<file path="src/design/bcmp_pkg.sv">
// Shared types, widths and constants of the barometer compensation block.
`timescale 1ns / 1ps
package bcmp_pkg;

	localparam int unsigned RAW_W       = 20;
	localparam int unsigned DATA_W      = 32;
	localparam int unsigned WIDE_W      = 64;
	localparam int unsigned COEF_W      = 16;
	localparam int unsigned CFG_IDX_W   = 2;
	localparam int unsigned CFG_DATA_W  = 64;
	localparam int unsigned QUEUE_DEPTH = 4;
	localparam int unsigned SIDE_W      = 2 * DATA_W;

	// Register indexes of the configuration port.
	typedef enum logic [CFG_IDX_W-1:0] {
		REG_TEMP       = 2'd0,
		REG_PRESS_LO   = 2'd1,
		REG_PRESS_HI   = 2'd2,
		REG_PRESS_NINE = 2'd3
	} reg_idx_t;

	// Arithmetic constants of the compensation formulas.
	localparam logic [WIDE_W-1:0] FINE_OFFSET  = 64'd128000;
	localparam logic [WIDE_W-1:0] PRESS_FULL   = 64'd1048576;
	localparam logic [WIDE_W-1:0] PRESS_SCALE  = 64'd3125;
	localparam logic [WIDE_W-1:0] PRESS_BIAS   = 64'h0000_8000_0000_0000;
	localparam logic [DATA_W-1:0] TEMP_ROUND   = 32'd128;

	// Unpacked calibration coefficients.
	typedef struct packed {
		logic [COEF_W-1:0] t1;
		logic [COEF_W-1:0] t2;
		logic [COEF_W-1:0] t3;
		logic [COEF_W-1:0] p1;
		logic [COEF_W-1:0] p2;
		logic [COEF_W-1:0] p3;
		logic [COEF_W-1:0] p4;
		logic [COEF_W-1:0] p5;
		logic [COEF_W-1:0] p6;
		logic [COEF_W-1:0] p7;
		logic [COEF_W-1:0] p8;
		logic [COEF_W-1:0] p9;
	} coef_t;

	// Item passed from the temperature front end to the pressure back end.
	typedef struct packed {
		logic [DATA_W-1:0] temp;
		logic [DATA_W-1:0] fine;
		logic [RAW_W-1:0]  adcp;
	} qitem_t;

endpackage

</file>
<file path="src/design/bcmp_if.sv">
// Channel interfaces: reading pairs, results and configuration writes.
`timescale 1ns / 1ps
interface bcmp_sample_if;
	logic                          valid;
	logic                          ready;
	logic [bcmp_pkg::RAW_W-1:0]    raw_temperature;
	logic [bcmp_pkg::RAW_W-1:0]    raw_pressure;
	modport source (output valid, output raw_temperature, output raw_pressure, input ready);
	modport sink (input valid, input raw_temperature, input raw_pressure, output ready);
	modport monitor (input valid, input raw_temperature, input raw_pressure, input ready);
endinterface


</file>
<file path="src/design/bcmp_front.sv">
// Front end: accepts reading pairs and computes the 32-bit temperature terms.
`timescale 1ns / 1ps
module bcmp_front (
	input  logic             clk,
	input  logic             arst_n,
	input  bcmp_pkg::coef_t  coef,
	bcmp_sample_if.sink      sample,
	output logic             push_valid,
	input  logic             push_ready,
	output bcmp_pkg::qitem_t push_data
);
	logic               v_s1, v_s2, v_s3, v_s4, v_s5;
	logic               en;
	logic [17:0]        x_c;
	logic [16:0]        d_c;
	logic signed [17:0] x_s1;
	logic signed [16:0] d_s1;
	logic signed [33:0] ap_c;
	logic signed [33:0] dd_c;
	logic signed [31:0] ap_s2;
	logic signed [31:0] dd_s2;
	logic signed [31:0] ddsh_c;
	logic signed [47:0] bm_c;
	logic signed [31:0] a_s3;
	logic signed [31:0] bm_s3;
	logic signed [31:0] bsh_c;
	logic signed [31:0] fine_s4;
	logic signed [31:0] t5_c;
	logic signed [31:0] temp_s5;
	logic signed [31:0] fine_s5;
	logic [bcmp_pkg::RAW_W-1:0] adcp_s1, adcp_s2, adcp_s3, adcp_s4, adcp_s5;

	// The whole front pipeline moves when its last stage is empty or drains.
	assign en           = !v_s5 || push_ready;
	assign sample.ready = en;
	assign push_valid   = v_s5;
	assign push_data    = '{temp: temp_s5, fine: fine_s5, adcp: adcp_s5};

	// Temperature arithmetic, wrapping at 32 bits.
	always_comb begin
		x_c    = {1'b0, sample.raw_temperature[19:3]} - {1'b0, coef.t1, 1'b0};
		d_c    = {1'b0, sample.raw_temperature[19:4]} - {1'b0, coef.t1};
		ap_c   = x_s1 * $signed(coef.t2);
		dd_c   = d_s1 * d_s1;
		ddsh_c = dd_s2 >>> 12;
		bm_c   = ddsh_c * $signed(coef.t3);
		bsh_c  = bm_s3 >>> 14;
		t5_c   = {fine_s4[29:0], 2'b00} + fine_s4 + $signed(bcmp_pkg::TEMP_ROUND);
	end

	always_ff @(posedge clk or negedge arst_n) begin
		if (!arst_n) begin
			v_s1 <= 1'b0;
			v_s2 <= 1'b0;
			v_s3 <= 1'b0;
			v_s4 <= 1'b0;
			v_s5 <= 1'b0;
		end else if (en) begin
			v_s1 <= sample.valid;
			v_s2 <= v_s1;
			v_s3 <= v_s2;
			v_s4 <= v_s3;
			v_s5 <= v_s4;
		end
	end

	always_ff @(posedge clk) begin
		if (en) begin
			x_s1    <= x_c;
			d_s1    <= d_c;
			adcp_s1 <= sample.raw_pressure;
			ap_s2   <= ap_c[31:0];
			dd_s2   <= dd_c[31:0];
			adcp_s2 <= adcp_s1;
			a_s3    <= ap_s2 >>> 11;
			bm_s3   <= bm_c[31:0];
			adcp_s3 <= adcp_s2;
			fine_s4 <= a_s3 + bsh_c;
			adcp_s4 <= adcp_s3;
			temp_s5 <= t5_c >>> 8;
			fine_s5 <= fine_s4;
			adcp_s5 <= adcp_s4;
		end
	end
endmodule

</file>
<file path="src/flat_wrapper.sv">
// flat-port wrapper written by rule: the top's interface ports become plain ports
module bcmp_front_flat 
  (clk, arst_n, coef, push_valid, push_ready, push_data, sample_valid, sample_raw_temperature, sample_raw_pressure, sample_ready);
  bcmp_sample_if sample_i ();
  input  logic clk;
  input  logic arst_n;
  input  bcmp_pkg::coef_t coef;
  output logic push_valid;
  input  logic push_ready;
  output bcmp_pkg::qitem_t push_data;
  input wire logic [$bits(sample_i.valid)-1:0] sample_valid;
  input wire logic [$bits(sample_i.raw_temperature)-1:0] sample_raw_temperature;
  input wire logic [$bits(sample_i.raw_pressure)-1:0] sample_raw_pressure;
  output wire logic [$bits(sample_i.ready)-1:0] sample_ready;
  assign sample_i.valid = sample_valid;
  assign sample_i.raw_temperature = sample_raw_temperature;
  assign sample_i.raw_pressure = sample_raw_pressure;
  assign sample_ready = sample_i.ready;
  bcmp_front u_core (.clk(clk), .arst_n(arst_n), .coef(coef), .sample(sample_i), .push_valid(push_valid), .push_ready(push_ready), .push_data(push_data));
endmodule
</file>
<file path="config.mk">
export PLATFORM = sky130hd
export DESIGN_NAME = bcmp_front_flat
export DESIGN_NICKNAME = d
export VERILOG_FILES = /design/src/design/bcmp_pkg.sv /design/src/design/bcmp_if.sv /design/src/design/bcmp_front.sv /design/src/flat_wrapper.sv
export SDC_FILE = /design/constraint.sdc
export NUM_CORES = 2
export LEC_CHECK = 0
export BUFFER_PORTS_ARGS = -buffer_cell sky130_fd_sc_hd__buf_2
export CORE_MARGIN = 4
export CORE_UTILIZATION = 50
export CTS_CLUSTER_SIZE = 16
export DETAILED_ROUTE_END_ITERATION = 10
export MAX_ROUTING_LAYER = met4
export PLACE_DENSITY = 0.77
export SLEW_MARGIN = 15
export SYNTH_ARGS = -nofsm -noshare
export SYNTH_HDL_FRONTEND = slang
export SYNTH_SLANG_ARGS = --single-unit
</file>
<file path="constraint.sdc">
create_clock -name clk -period 22.6 [get_ports clk]
set_clock_uncertainty 0.2 [all_clocks]
set_input_delay 2.26 -clock clk [delete_from_list [all_inputs] [get_ports clk]]
set_output_delay 2.26 -clock clk [all_outputs]
set_load 0.01 [all_outputs]
</file>
==> flow_summary.ini <==
[sta]
worstMarginPinSlew_ps = 996
maxSlewHeadroom_pct = 33.6
setup_viol = 0
period_needed_ps = 8480
hold_viol_final = 0
period_share_pct = 37.5
drv_slew = 0
fmax_mhz = 118
whs_ps = 218
grt_setup_unrepaired = false
setup_ws_ps = 14120
fin_tns_setup_ps = 0

[clock_tree]
cts_resized = 0
cts_hold_buffers = 0
numCtsBuffers = 30
cts_tree = built
htree_levels = 1
clock_sinks = 271
clockBufferDepth = 3
insertion_delay_ps = 580
clk_pin_slew_ps = 60
cts_root_buf = clkbuf_16
cts_setup_buffers = 0

[grt]
grt_max_degree = 78
grt.overflow.total = 0
grt_pass1_vias = 28600
antenna_found_initial = 3
grt_pass1_wl_um = 140000
grtUsageTotal_pct = 20.7

[critical_path]
reg2reg_from = u_core.d_s1[13]
end_kind = flip-flop
required_ps = 22700
crit_type = input port to flip-flop
critical_path.max_stage_delay_ps = 530
cp_slowest_cell = fa_1
path_buf_inv = 4
start_kind = input port
crit_top_cell = fa_1
worstPathCellList = buf_2 -> nand2_1 -> fa_1 -> fa_1 -> fa_1 -> inv_1 -> fa_1 -> fa_1 -> inv_1 -> fa_1 -> inv_1 -> ha_1 -> o21ai_0 -> a21oi_1 -> o211ai_1 -> a21oi_1 -> o21ai_0 -> a21oi_1 -> a21oi_1 -> xnor2_1
crit_path_max_fanout = 20
critPathLaunch = coef[146]
cp_top_family = adder cells
arrival_ps = 8580

[place]
routabilityCongestion = 0.865
port_buffers = 174
dp_slack_ps = 13490
place_hpwl_um = 65100

[yosys]
synthCells = 3880
async_reset_ff_share_pct = 1.85
synth_edf_count = 266
synth_top_family_by_area = adder cells
synth_top_area_cell = fa_1
synthAdderAreaFrac_pct = 50.5
synth_top_area_share_pct = 40.4
synth_seq_cells = 271
netlist_area_um2 = 40300
ys.flop_type = edfxtp_1
yosysUniqueCellTypes = 59
yosysMostFrequentCell = inv_1
ys_seq_area_share_pct = 20.1
yosysWarnings = 0
ys_top_cells_by_count = inv_1 (983), fa_1 (815), nand2_1 (417)
avgSynthCellArea_um2 = 10.4
synth-xor-area-share_pct = 3.32
synth_simple_gate_area_share_pct = 11.9
synthMuxAreaShare_pct = 0.140
synth_fp_nets = 5255
yosys-top-cells-area = fa_1 (40%), edfxtp_1 (20%), ha_1 (10%), inv_1 (9.1%), and2_1 (5.1%)
synth-compound-area-share_pct = 3.37

[floorplan]
ioPinCount = 322
dieHeight_um = 292
core_area_um2 = 79500
initial_utilization_pct = 50.7
die-width_um = 292
num_rows = 103
die_area_um2 = 85300

[routing]
wl_per_cell_um = 16.3
postRouteAntennaNets = 0
wirelength_um = 81900
vias_per_cell = 5.10
vias = 25700
drt_iter0_drc = 1361
drc = 0
first_pass_iters = 5

[job]
max_cap_violations = 0

[min_path]
hold_path_class = flip-flop to flip-flop
min_from = u_core.adcp_s4[6]

[final_layout]
layout-drive-gt1-share_pct = 6.68
seq_area_um2 = 8110
utilization_pct = 54.3
multiInputGateArea_um2 = 27900
n_fill_cell = 6741
area_growth_pct = 6.94
nets = 5336

[outcome]
outcome = completed
layer usage:
| layer | part of all wire, % | vias up | global-route usage (%) |
|---|---|---|---|
| met5 | 0 | - | - |
| met4 | 3.5 | 0 | 6.22 |
| met3 | 5.6 | 143 | 2.45 |
| met2 | 49 | 717 | 34.5 |
| met1 | 42 | 13100 | 26.9 |
| li1 | - | 11700 | - |
cells by family after synthesis:
| kind of cell | after synthesis |
|---|---|
| compound gates | 198 |
| mux | 5 |
| simple gates | 981 |
| flops | 271 |
| fa+ha+maj | 1139 |
| buf+inv | 1133 |
| xor+xnor | 153 |
worst paths after layout:
kind	endpoint	slack, ps	depth (start not counted)
setup / recovery	u_core.bm_s3[31]	14120	20
hold / removal	u_core.adcp_s5[6]	220	0
setup reg to reg	u_core.dd_s2[31]	15260	24
hold reg to reg	u_core.adcp_s5[6]	220	0
max in group asynchronous	u_core.push_valid	20760	1
min in group asynchronous	u_core.v_s4	1290	1
area by class of cell:
| cell class | count | area share, % |
|---|---|---|
| flip-flops and latches | 271 | 18.8 |
| repair buffers | 198 | 2.44 |
| inverters | 984 | 8.56 |
| clock buffers | 40 | 1.90 |
| clock inverters | 16 | 0.528 |
| well taps | 1050 | 3.05 |
| multi-input cells | 2476 | 64.7 |
| diodes | 2 | 0.0116 |
stage by stage:
stage               instances  cell area, µm²
CTS                      5035           43100
global route             5037           43100
finish                   5037           43100
global placement         4979           42100
detailed placement       4979           42100
floorplan                3880           40300
cell usage in the layout, fill, tap and decap left out, drive strengths merged, types with 3 or more instances in the layout:
cell type	count
a211oi	10
a21boi	5
a21o	27
a21oi	51
a31oi	8
a41o	3
and2	327
and3	14
buf	198
bufinv	5
clkbuf	40
clkinv	10
dfrtp	5
edfxtp	266
fa	815
ha	324
inv	984
mux2	5
nand2	417
nand2b	32
nand3	12
nand4	7
nor2	110
nor2b	23
nor3	22
o211ai	4
o21a	17
o21ai	40
o21bai	3
o31ai	3
or2	6
or3	5
xnor2	116
xor2	37
sequential cells by signal, indices dropped and copies added, names as in the netlist, 17 cells and up:
| signal | cells |
|---|---|
| u_core.bm_s3 | 18 |
| u_core.fine_s5 | 22 |
| u_core.dd_s2 | 20 |
| u_core.adcp_s1 | 20 |
| u_core.ap_s2 | 21 |
| u_core.adcp_s4 | 20 |
| u_core.adcp_s3 | 20 |
| u_core.a_s3 | 21 |
| u_core.adcp_s5 | 20 |
| u_core.d_s1 | 17 |
| u_core.temp_s5 | 24 |
| u_core.fine_s4 | 22 |
| u_core.adcp_s2 | 20 |
worst reg2reg max path, stage by stage, from the launching register on:
cell and delay (ps):
edfxtp_1 780, buf_4 410, nand2_1 160, inv_1 90, ha_1 250, xor2_1 270, fa_1 470, fa_1 510
inv_1 50, fa_1 500, fa_1 490, inv_1 50, fa_1 480, inv_1 40, ha_1 320, a21o_1 170
a21o_1 160, a21o_1 180, nor3_1 170, nand2_1 100, o211ai_1 310, nor2_1 150, o41ai_1 440, o21bai_1 130
xnor2_1 260
Power is not shown: default switching activity piles up to over one toggle a cycle in this logic, so the estimate is an artifact.
