### src/design/bcmp_pkg.sv
// Shared types, widths and constants of the barometer compensation block.
`timescale 1ns / 1ps
package bcmp_pkg;

	localparam int unsigned RAW_W       = 20;
	localparam int unsigned DATA_W      = 32;
	localparam int unsigned WIDE_W      = 64;
	localparam int unsigned COEF_W      = 16;
	localparam int unsigned CFG_IDX_W   = 2;
	localparam int unsigned CFG_DATA_W  = 64;
	localparam int unsigned QUEUE_DEPTH = 4;
	localparam int unsigned SIDE_W      = 2 * DATA_W;

	// Register indexes of the configuration port.
	typedef enum logic [CFG_IDX_W-1:0] {
		REG_TEMP       = 2'd0,
		REG_PRESS_LO   = 2'd1,
		REG_PRESS_HI   = 2'd2,
		REG_PRESS_NINE = 2'd3
	} reg_idx_t;

	// Arithmetic constants of the compensation formulas.
	localparam logic [WIDE_W-1:0] FINE_OFFSET  = 64'd128000;
	localparam logic [WIDE_W-1:0] PRESS_FULL   = 64'd1048576;
	localparam logic [WIDE_W-1:0] PRESS_SCALE  = 64'd3125;
	localparam logic [WIDE_W-1:0] PRESS_BIAS   = 64'h0000_8000_0000_0000;
	localparam logic [DATA_W-1:0] TEMP_ROUND   = 32'd128;

	// Unpacked calibration coefficients.
	typedef struct packed {
		logic [COEF_W-1:0] t1;
		logic [COEF_W-1:0] t2;
		logic [COEF_W-1:0] t3;
		logic [COEF_W-1:0] p1;
		logic [COEF_W-1:0] p2;
		logic [COEF_W-1:0] p3;
		logic [COEF_W-1:0] p4;
		logic [COEF_W-1:0] p5;
		logic [COEF_W-1:0] p6;
		logic [COEF_W-1:0] p7;
		logic [COEF_W-1:0] p8;
		logic [COEF_W-1:0] p9;
	} coef_t;

	// Item passed from the temperature front end to the pressure back end.
	typedef struct packed {
		logic [DATA_W-1:0] temp;
		logic [DATA_W-1:0] fine;
		logic [RAW_W-1:0]  adcp;
	} qitem_t;

endpackage

### src/design/bcmp_fifo.sv
// Small queue between the temperature front end and the pressure back end.
`timescale 1ns / 1ps
module bcmp_fifo #(
	parameter int unsigned DEPTH = bcmp_pkg::QUEUE_DEPTH
) (
	input  logic             clk,
	input  logic             arst_n,
	input  logic             push_valid,
	output logic             push_ready,
	input  bcmp_pkg::qitem_t push_data,
	output logic             pop_valid,
	input  logic             pop_ready,
	output bcmp_pkg::qitem_t pop_data
);
	localparam int unsigned PW = (DEPTH > 1) ? $clog2(DEPTH) : 1;
	localparam int unsigned CW = $clog2(DEPTH + 1);

	bcmp_pkg::qitem_t mem_q [DEPTH];
	logic [PW-1:0]    wr_q;
	logic [PW-1:0]    rd_q;
	logic [CW-1:0]    cnt_q;
	logic             push;
	logic             pop;

	assign push_ready = (cnt_q != CW'(DEPTH));
	assign pop_valid  = (cnt_q != '0);
	assign push       = push_valid && push_ready;
	assign pop        = pop_valid && pop_ready;
	assign pop_data   = mem_q[rd_q];

	// Pointers and fill count.
	always_ff @(posedge clk or negedge arst_n) begin
		if (!arst_n) begin
			wr_q  <= '0;
			rd_q  <= '0;
			cnt_q <= '0;
		end else begin
			if (push) begin
				wr_q <= (wr_q == PW'(DEPTH - 1)) ? '0 : wr_q + 1'b1;
			end
			if (pop) begin
				rd_q <= (rd_q == PW'(DEPTH - 1)) ? '0 : rd_q + 1'b1;
			end
			if (push && !pop) begin
				cnt_q <= cnt_q + 1'b1;
			end else if (pop && !push) begin
				cnt_q <= cnt_q - 1'b1;
			end
		end
	end

	// Storage.
	always_ff @(posedge clk) begin
		if (push) begin
			mem_q[wr_q] <= push_data;
		end
	end
endmodule

### config.mk
export PLATFORM = sky130hd
export DESIGN_NAME = bcmp_fifo
export DESIGN_NICKNAME = d
export VERILOG_FILES = /design/src/design/bcmp_pkg.sv /design/src/design/bcmp_fifo.sv
export SDC_FILE = /design/constraint.sdc
export NUM_CORES = 1
export LEC_CHECK = 0
export BUFFER_PORTS_ARGS = -buffer_cell sky130_fd_sc_hd__buf_4
export CAP_MARGIN = 20
export CORE_MARGIN = 1.5
export CORE_UTILIZATION = 60
export CTS_BUF_LIST = sky130_fd_sc_hd__clkbuf_8 sky130_fd_sc_hd__clkbuf_16
export CTS_CLUSTER_DIAMETER = 200
export CTS_CLUSTER_SIZE = 12
export DETAILED_ROUTE_END_ITERATION = 7
export PLACE_DENSITY = 0.83
export REMOVE_ABC_BUFFERS = 1
export SLEW_MARGIN = 20
export SYNTH_ARGS = -nofsm -noshare
export SYNTH_HDL_FRONTEND = slang
export SYNTH_SLANG_ARGS = --single-unit
### constraint.sdc
create_clock -name clk -period 4.7 [get_ports clk]
set_input_delay 0.94 -clock clk [delete_from_list [all_inputs] [get_ports clk]]
set_output_delay 0.94 -clock clk [all_outputs]
set_load 0.005 [all_outputs]
==> impl_metrics.json, run 1 <==
{
  "run_status": "finished clean",
  "cp_common_cell": "buf_4",
  "cts-hold-fix-buffers": 0,
  "powerDensity_nw_per_um2": 625,
  "synth_ff_type": "edfxtp_1",
  "final_common_cell": "edfxtp_1",
  "routed_via_density": 6.01,
  "ctsRootBufferMaster": "clkbuf_16",
  "place_congestion": 0.731,
  "synth.distinct_cells": 20,
  "ant_nets": 0,
  "gr-total-overflow": 0,
  "cp.arrival_ns": 2.48,
  "clock_path_buffers": 3,
  "start_kind": "flip-flop",
  "cts_tree": "done",
  "hold_class": "in -> async",
  "hold_viol": 0,
  "wirelength_um": 23900,
  "ff2ff_setup_slack_ns": 2.28,
  "drtIter0Drc": 379,
  "synth_area_um2": 12600,
  "cap_violations": 0,
  "setup.worst_path.end_class": "output port",
  "cp.required_ns": 3.76,
  "numPortBuffers": 173,
  "antenna-diode-count": 0,
  "wl_per_cell_um": 25.0,
  "vias": 5764,
  "slowest_stage": "dfrtp_4",
  "power_leakage_nw": 5.23,
  "synth_edf_count": 336,
  "grtUsageTotal_pct": 22.7,
  "fin_ws_ns": 1.28,
  "synth_warnings": 0,
  "die_w_um": 148,
  "first_pass_iters": 4,
  "crit_chain": "buf_4 > mux4_2 > buf_4",
  "drc": 0,
  "clk_pin_slew_ns": 0.06,
  "fin_skew_ns": 0.0132,
  "period_share_pct": 72.8,
  "final_layout_size_suffix_gt1_share_pct": 46.4,
  "num_rows": 52,
  "regToRegStartpoint": "wr_q[0]",
  "max_freq_mhz": 292,
  "async_flop_share_pct": 2.04,
  "insertion_delay_ns": 0.50,
  "grt_pass1_wl_um": 36200,
  "irDropWorstVdd_mv": 0.601,
  "crit_fanout": 59,
  "cts_max_level": 2,
  "tns_ns": 0,
  "clock-sinks": 343,
  "finalPower_mw": 9.47,
  "dp_hpwl_um": 14500,
  "rsz0062_at_grt": "no",
  "whs_ns": 0.246,
  "post_cts_resized": 0,
  "core_um2": 20400,
  "reg2reg_to": "mem_q[0][56]",
  "syn_inst": 475,
  "start_util_pct": 61.7,
  "seq_area_frac_synth_pct": 81.7,
  "antenna_found_initial": 0,
  "ys_ff_latch": 343,
  "dieHeight_um": 148,
  "cpPeakStageDelay_ns": 1.00,
  "grt_max_degree": 66,
  "die_area_um2": 21800,
  "fin_crit_ns": 3.42,
  "area_growth_pct": 20.7,
  "grt_pass1_vias": 6334,
  "worstRegToRegCells": 4,
  "nNetsFinal": 771,
  "io_pins": 174,
  "cts_buffers": 34,
  "final_cell_mix": "336 x edfxtp_1, 183 x buf_4, 84 x mux4_2, 37 x clkbuf_16, 14 x inv_1",
  "tightest_slew_ns": 1.02,
  "preCtsSetupSlack_ns": 1.81,
  "cts_setup_buffers": 0,
  "setup_viol": 0,
  "path_class": "reg -> out",
  "maxSlewHeadroom_pct": 31.7,
  "slew_violations": 0,
  "avgSynthCellArea_um2": 26.4
}
sequential cells by signal (all words and copies together) (netlist names):
| signal | count |
|---|---|
| rd_q | 2 |
| mem_q | 336 |
| wr_q | 2 |
| cnt_q | 3 |
worst max-delay path by stage:
| stage | startpoint | end | slack, ns | cells after the start |
|---|---|---|---|---|
| floorplan | rd_q[0] | pop_data[0] | -0.24 | 1 |
| global placement | rd_q[1] | pop_data[45] | 1.81 | 3 |
| detailed placement | rd_q[1] | pop_data[45] | 1.81 | 3 |
| CTS | rd_q[1] | pop_data[66] | 1.27 | 3 |
| global route | rd_q[0] | pop_data[81] | 1.20 | 3 |
| finish | rd_q[1] | pop_data[45] | 1.28 | 3 |
metrics by stage:
stage | instance area (um2) | util, % | cells
floorplan | 12400 | - | 456
global placement | 14200 | 69.6 | 910
detailed placement | 14200 | 69.6 | 910
CTS | 15200 | 74.4 | 959
global route | 15200 | 74.4 | 959
finish | 15200 | 74.4 | 959
area by class of cell:
type	count	area (um2)
timing repair buffer	184	1390
sequential	343	10300
inverter	3	11.3
clock buffer	37	926
tap	270	338
multi-input combinational	110	2160
clock inverter	12	48.8
fill	1080	5210
cell families after synthesis:
family | count (synthesis) | synth area share, %
simple gates | 11 | 0.578
flops | 343 | 81.7
mux | 89 | 15.6
buf+inv | 22 | 1.15
xor+xnor | 3 | 0.209
fa+ha+maj | 7 | 0.757
report_power, final:
group	leakage, nW	internal [mW]	switching, mW
registers	3.16	4.05	0.294
logic	1.56	1.51	1.22
clock network	0.515	1.39	1.01
total	5.23	6.95	2.52
critical path, delay by kind of cell (launching register included):
kind,cells,cell delay [ns]
buffers and inverters,2,0.56
flip-flops,1,1.00
multiplexers,1,0.38
layer usage:
layer  part of all wire, %  routed length, um  GRT usage (%)
met5                     0                  0              0
met4                   2.0                473           6.25
met3                   7.6               1830           5.86
met2                    52              12500           38.4
met1                    38               9120           29.5
synthesized netlist by cell type, types with 2 or more instances:
master,number,share of area [%]
and3_2,4,0.24
buf_1,3,0.090
buf_2,7,0.28
buf_4,4,0.24
buf_6,5,0.45
dfrtp_1,7,1.4
edfxtp_1,336,80
ha_1,6,0.60
inv_1,3,0.090
mux2_2,3,0.27
mux2_4,2,0.24
mux4_2,84,15
nor2_1,3,0.090
xor2_1,2,0.14
Power figures use the tool's default switching activity.
==> run 2: changes to the inputs <==
--- a/config.mk
+++ b/config.mk
@@ -5,15 +5,16 @@
 export SDC_FILE = /design/constraint.sdc
 export NUM_CORES = 1
 export LEC_CHECK = 0
+export ABC_AREA = 1
 export BUFFER_PORTS_ARGS = -buffer_cell sky130_fd_sc_hd__buf_4
 export CAP_MARGIN = 20
 export CORE_MARGIN = 1.5
-export CORE_UTILIZATION = 60
+export CORE_UTILIZATION = 52
 export CTS_BUF_LIST = sky130_fd_sc_hd__clkbuf_8 sky130_fd_sc_hd__clkbuf_16
 export CTS_CLUSTER_DIAMETER = 200
 export CTS_CLUSTER_SIZE = 12
 export DETAILED_ROUTE_END_ITERATION = 7
-export PLACE_DENSITY = 0.83
+export PLACE_DENSITY = 0.75
 export REMOVE_ABC_BUFFERS = 1
 export SLEW_MARGIN = 20
 export SYNTH_ARGS = -nofsm -noshare
==> constraint.sdc (replaced) <==
create_clock -name clk -period 3 [get_ports clk]
set_input_delay 0.6 -clock clk [delete_from_list [all_inputs] [get_ports clk]]
set_output_delay 0.6 -clock clk [all_outputs]
set_load 0.005 [all_outputs]
==> run 2 against run 1 <==
- die area increased by 31%
- via count increased by 40%
- critical path depth increased by 2
- non-clock buffer count increased by 8
- clock power increased by 54%
- global-route usage decreased by 3.8 points
- sequential power increased by 52%
- worst setup slack got worse by 0.90 ns
- total power increased by 69%
- area after synthesis increased by 14%
- register-to-register slack got worse by 1.4 ns
- core utilization decreased by 12 points
- largest cell class unchanged
==> impl_metrics.json, run 2 <==
{
  "numPortBuffers": 173,
  "nNetsFinal": 1306,
  "synth_top_cell_by_area": "edfxtp_1",
  "antenna_found_initial": 0,
  "maxSlewHeadroom_pct": 58.3,
  "async_flop_share_pct": 2.04,
  "ff2ff_setup_slack_ns": 0.84,
  "seq_area_frac_synth_pct": 71.8,
  "critPathTopFamily": "buffers and inverters",
  "dieHeight_um": 169,
  "grtUsageTotal_pct": 18.8,
  "fillCellCount": 1980,
  "antenna-diode-count": 0,
  "vias": 8054,
  "clk_pin_slew_ns": 0.06,
  "max_freq_mhz": 381,
  "wl_per_cell_um": 17.1,
  "cts_buffers": 34,
  "synth_top_area_share_pct": 70.6,
  "tns_ns": 0,
  "start_util_pct": 53.1,
  "power_leakage_nw": 6.64,
  "start_kind": "flip-flop",
  "slowest_stage": "dfrtp_4",
  "worst-path-buf-inv": 2,
  "synth.distinct_cells": 18,
  "yosysMostFrequentCell": "edfxtp_1",
  "reg_top3": "mem_q: 336 flops, cnt_q: 3 flops",
  "ys_ff_latch": 343,
  "synth_area_um2": 14300,
  "wirelength_um": 26600,
  "routed_via_density": 5.17,
  "clock_path_buffers": 3,
  "final_layout_size_suffix_gt1_share_pct": 25.4,
  "die_w_um": 169,
  "dp_hpwl_um": 15400,
  "ant_nets": 0,
  "final_cells": 1558,
  "avgSynthCellArea_um2": 13.7,
  "cap_violations": 0,
  "period_share_pct": 87.5,
  "final_common_cell": "edfxtp_1",
  "synthTopCellsByCount": "336 x edfxtp_1, 267 x nand2_1, 181 x inv_1",
  "synth_edf_count": 336,
  "critical_path_depth": 5,
  "tightest_slew_ns": 0.626,
  "syn_inst": 1040,
  "cp-startpoint": "rd_q[0]",
  "crit_chain": "buf_4 > nand2_1 > o211ai_2 > nand2_1 > buf_4",
  "run_status": "finished clean",
  "die_area_um2": 28500,
  "insertion_delay_ns": 0.51,
  "grt_pass1_vias": 8097,
  "regToRegStartpoint": "cnt_q[0]",
  "setup_viol": 0,
  "clock-sinks": 343,
  "path_class": "reg -> out",
  "powerDensity_nw_per_um2": 957,
  "num_rows": 60,
  "first_pass_iters": 5,
  "post_cts_resized": 0,
  "synth_ff_type": "edfxtp_1",
  "preCtsSetupSlack_ns": 0.815,
  "irDropWorstVdd_mv": 0.644,
  "ctsRootBufferMaster": "clkbuf_16",
  "cp.arrival_ns": 2.03,
  "largest_reg_flops": 336,
  "area_growth_pct": 16.8,
  "drtIter0Drc": 532,
  "synth_warnings": 0,
  "core_um2": 27000,
  "regMostFlops": "mem_q",
  "setup.worst_path.end_class": "output port",
  "fin_ws_ns": 0.374,
  "synth_area_leaders": "edfxtp_1 71%, nand2_1 7.0%, o211ai_2 6.4%",
  "drc": 0,
  "fin_skew_ns": 0.0170,
  "crit_fanout": 40,
  "place_congestion": 0.757,
  "hold_class": "in -> reg",
  "grt_pass1_wl_um": 41600,
  "cp.required_ns": 2.40,
  "hold_start": "push_data[68]",
  "gr-total-overflow": 0,
  "rsz0062_at_grt": "no",
  "endpoint": "pop_data[11]",
  "io_pins": 174,
  "final_cell_mix": "336 x edfxtp_1, 267 x nand2_1, 185 x inv_1, 182 x buf_4, 95 x o211ai_1",
  "fin_crit_ns": 2.63,
  "slew_violations": 0,
  "worstRegToRegCells": 9,
  "hold_viol": 0,
  "cts_tree": "done",
  "cts_max_level": 2,
  "reg2reg_to": "cnt_q[1]",
  "grt_max_degree": 93,
  "cpPeakStageDelay_ns": 0.59,
  "dpl.cell_count": 1515,
  "final_util_pct": 62.0
}
run 2: changes by cell type after synthesis, sizes merged, moves of 5 or more:
cell    previous run  this run
buf               19        56
inv                3       182
mux4              84         0
mux2               5         0
o211ai             0       168
nand2              1       267
nand3              0         7
run 2: worst reg2reg max path, stage by stage, from the launching register on:
cell	delay, ns
dfrtp_1	0.42
inv_1	0.09
nand3_1	0.14
nand2_1	0.40
inv_1	0.09
ha_1	0.23
inv_1	0.09
fa_1	0.42
nand2_1	0.07
o21ai_0	0.08
run 2: cells by family after synthesis:
family	count (synthesis)	synth area share [%]
and+or+nand+nor	281	7.46
xor gates and xnor gates	1	0.0613
AOI/OAI and AO/OA	169	11.4
adders and majority gates	7	0.665
DFF	343	71.8
buffers and inverters	239	8.61
run 2: metrics by stage:
step / hold slack, ns / area [um2] / power, mW
after CTS: 0.256 / 16700 / 16.2
after global placement: 0.427 / 15800 / 12.3
after floorplan: 0.304 / 13700 / 9.35
after global routing: 0.258 / 16700 / 16.9
final: 0.286 / 16700 / 16.0
after detailed placement: 0.426 / 15800 / 12.5
run 2: worst min-delay path by stage:
stage / to / slack (ns) / cells after the start
final: mem_q[3][68] / 0.29 / 1
after global routing: mem_q[1][6] / 0.26 / 1
after floorplan: cnt_q[0] / 0.30 / 0
after detailed placement: wr_q[0] / 0.43 / 1
after CTS: mem_q[2][71] / 0.26 / 1
after global placement: wr_q[1] / 0.43 / 1
run 2: power by group:
| part | internal (mW) | switching, mW |
|---|---|---|
| registers | 6.30 | 0.291 |
| clock network | 2.08 | 1.62 |
| logic | 2.36 | 3.33 |
| total | 10.7 | 5.25 |
run 2: area by class of cell:
type | instances | area [um2] | area share (%)
tap | 341 | 427 | 2.55
clock buffer | 35 | 876 | 5.24
multi-input combinational | 458 | 2830 | 17.0
clock inverter | 7 | 55.1 | 0.330
inverter | 182 | 684 | 4.10
sequential | 343 | 10300 | 61.5
timing repair buffer | 192 | 1560 | 9.32
run 2: timing repair:
| item | CTS | global route |
|---|---|---|
| setup buffers | 0 | 0 |
| hold endpoints to repair | 7 | 0 |
| hold buffers | 1 | 0 |
run 2: metal layers:
layer / share of wire (%) / GRT usage (%) / vias to the layer above
met1: 42 / 23.6 / 3879
met4: 2.2 / 5.86 / 0
met5: 0 / 0 / -
li1: - / - / 3927
met3: 5.8 / 4.30 / 48
met2: 50 / 32.6 / 200
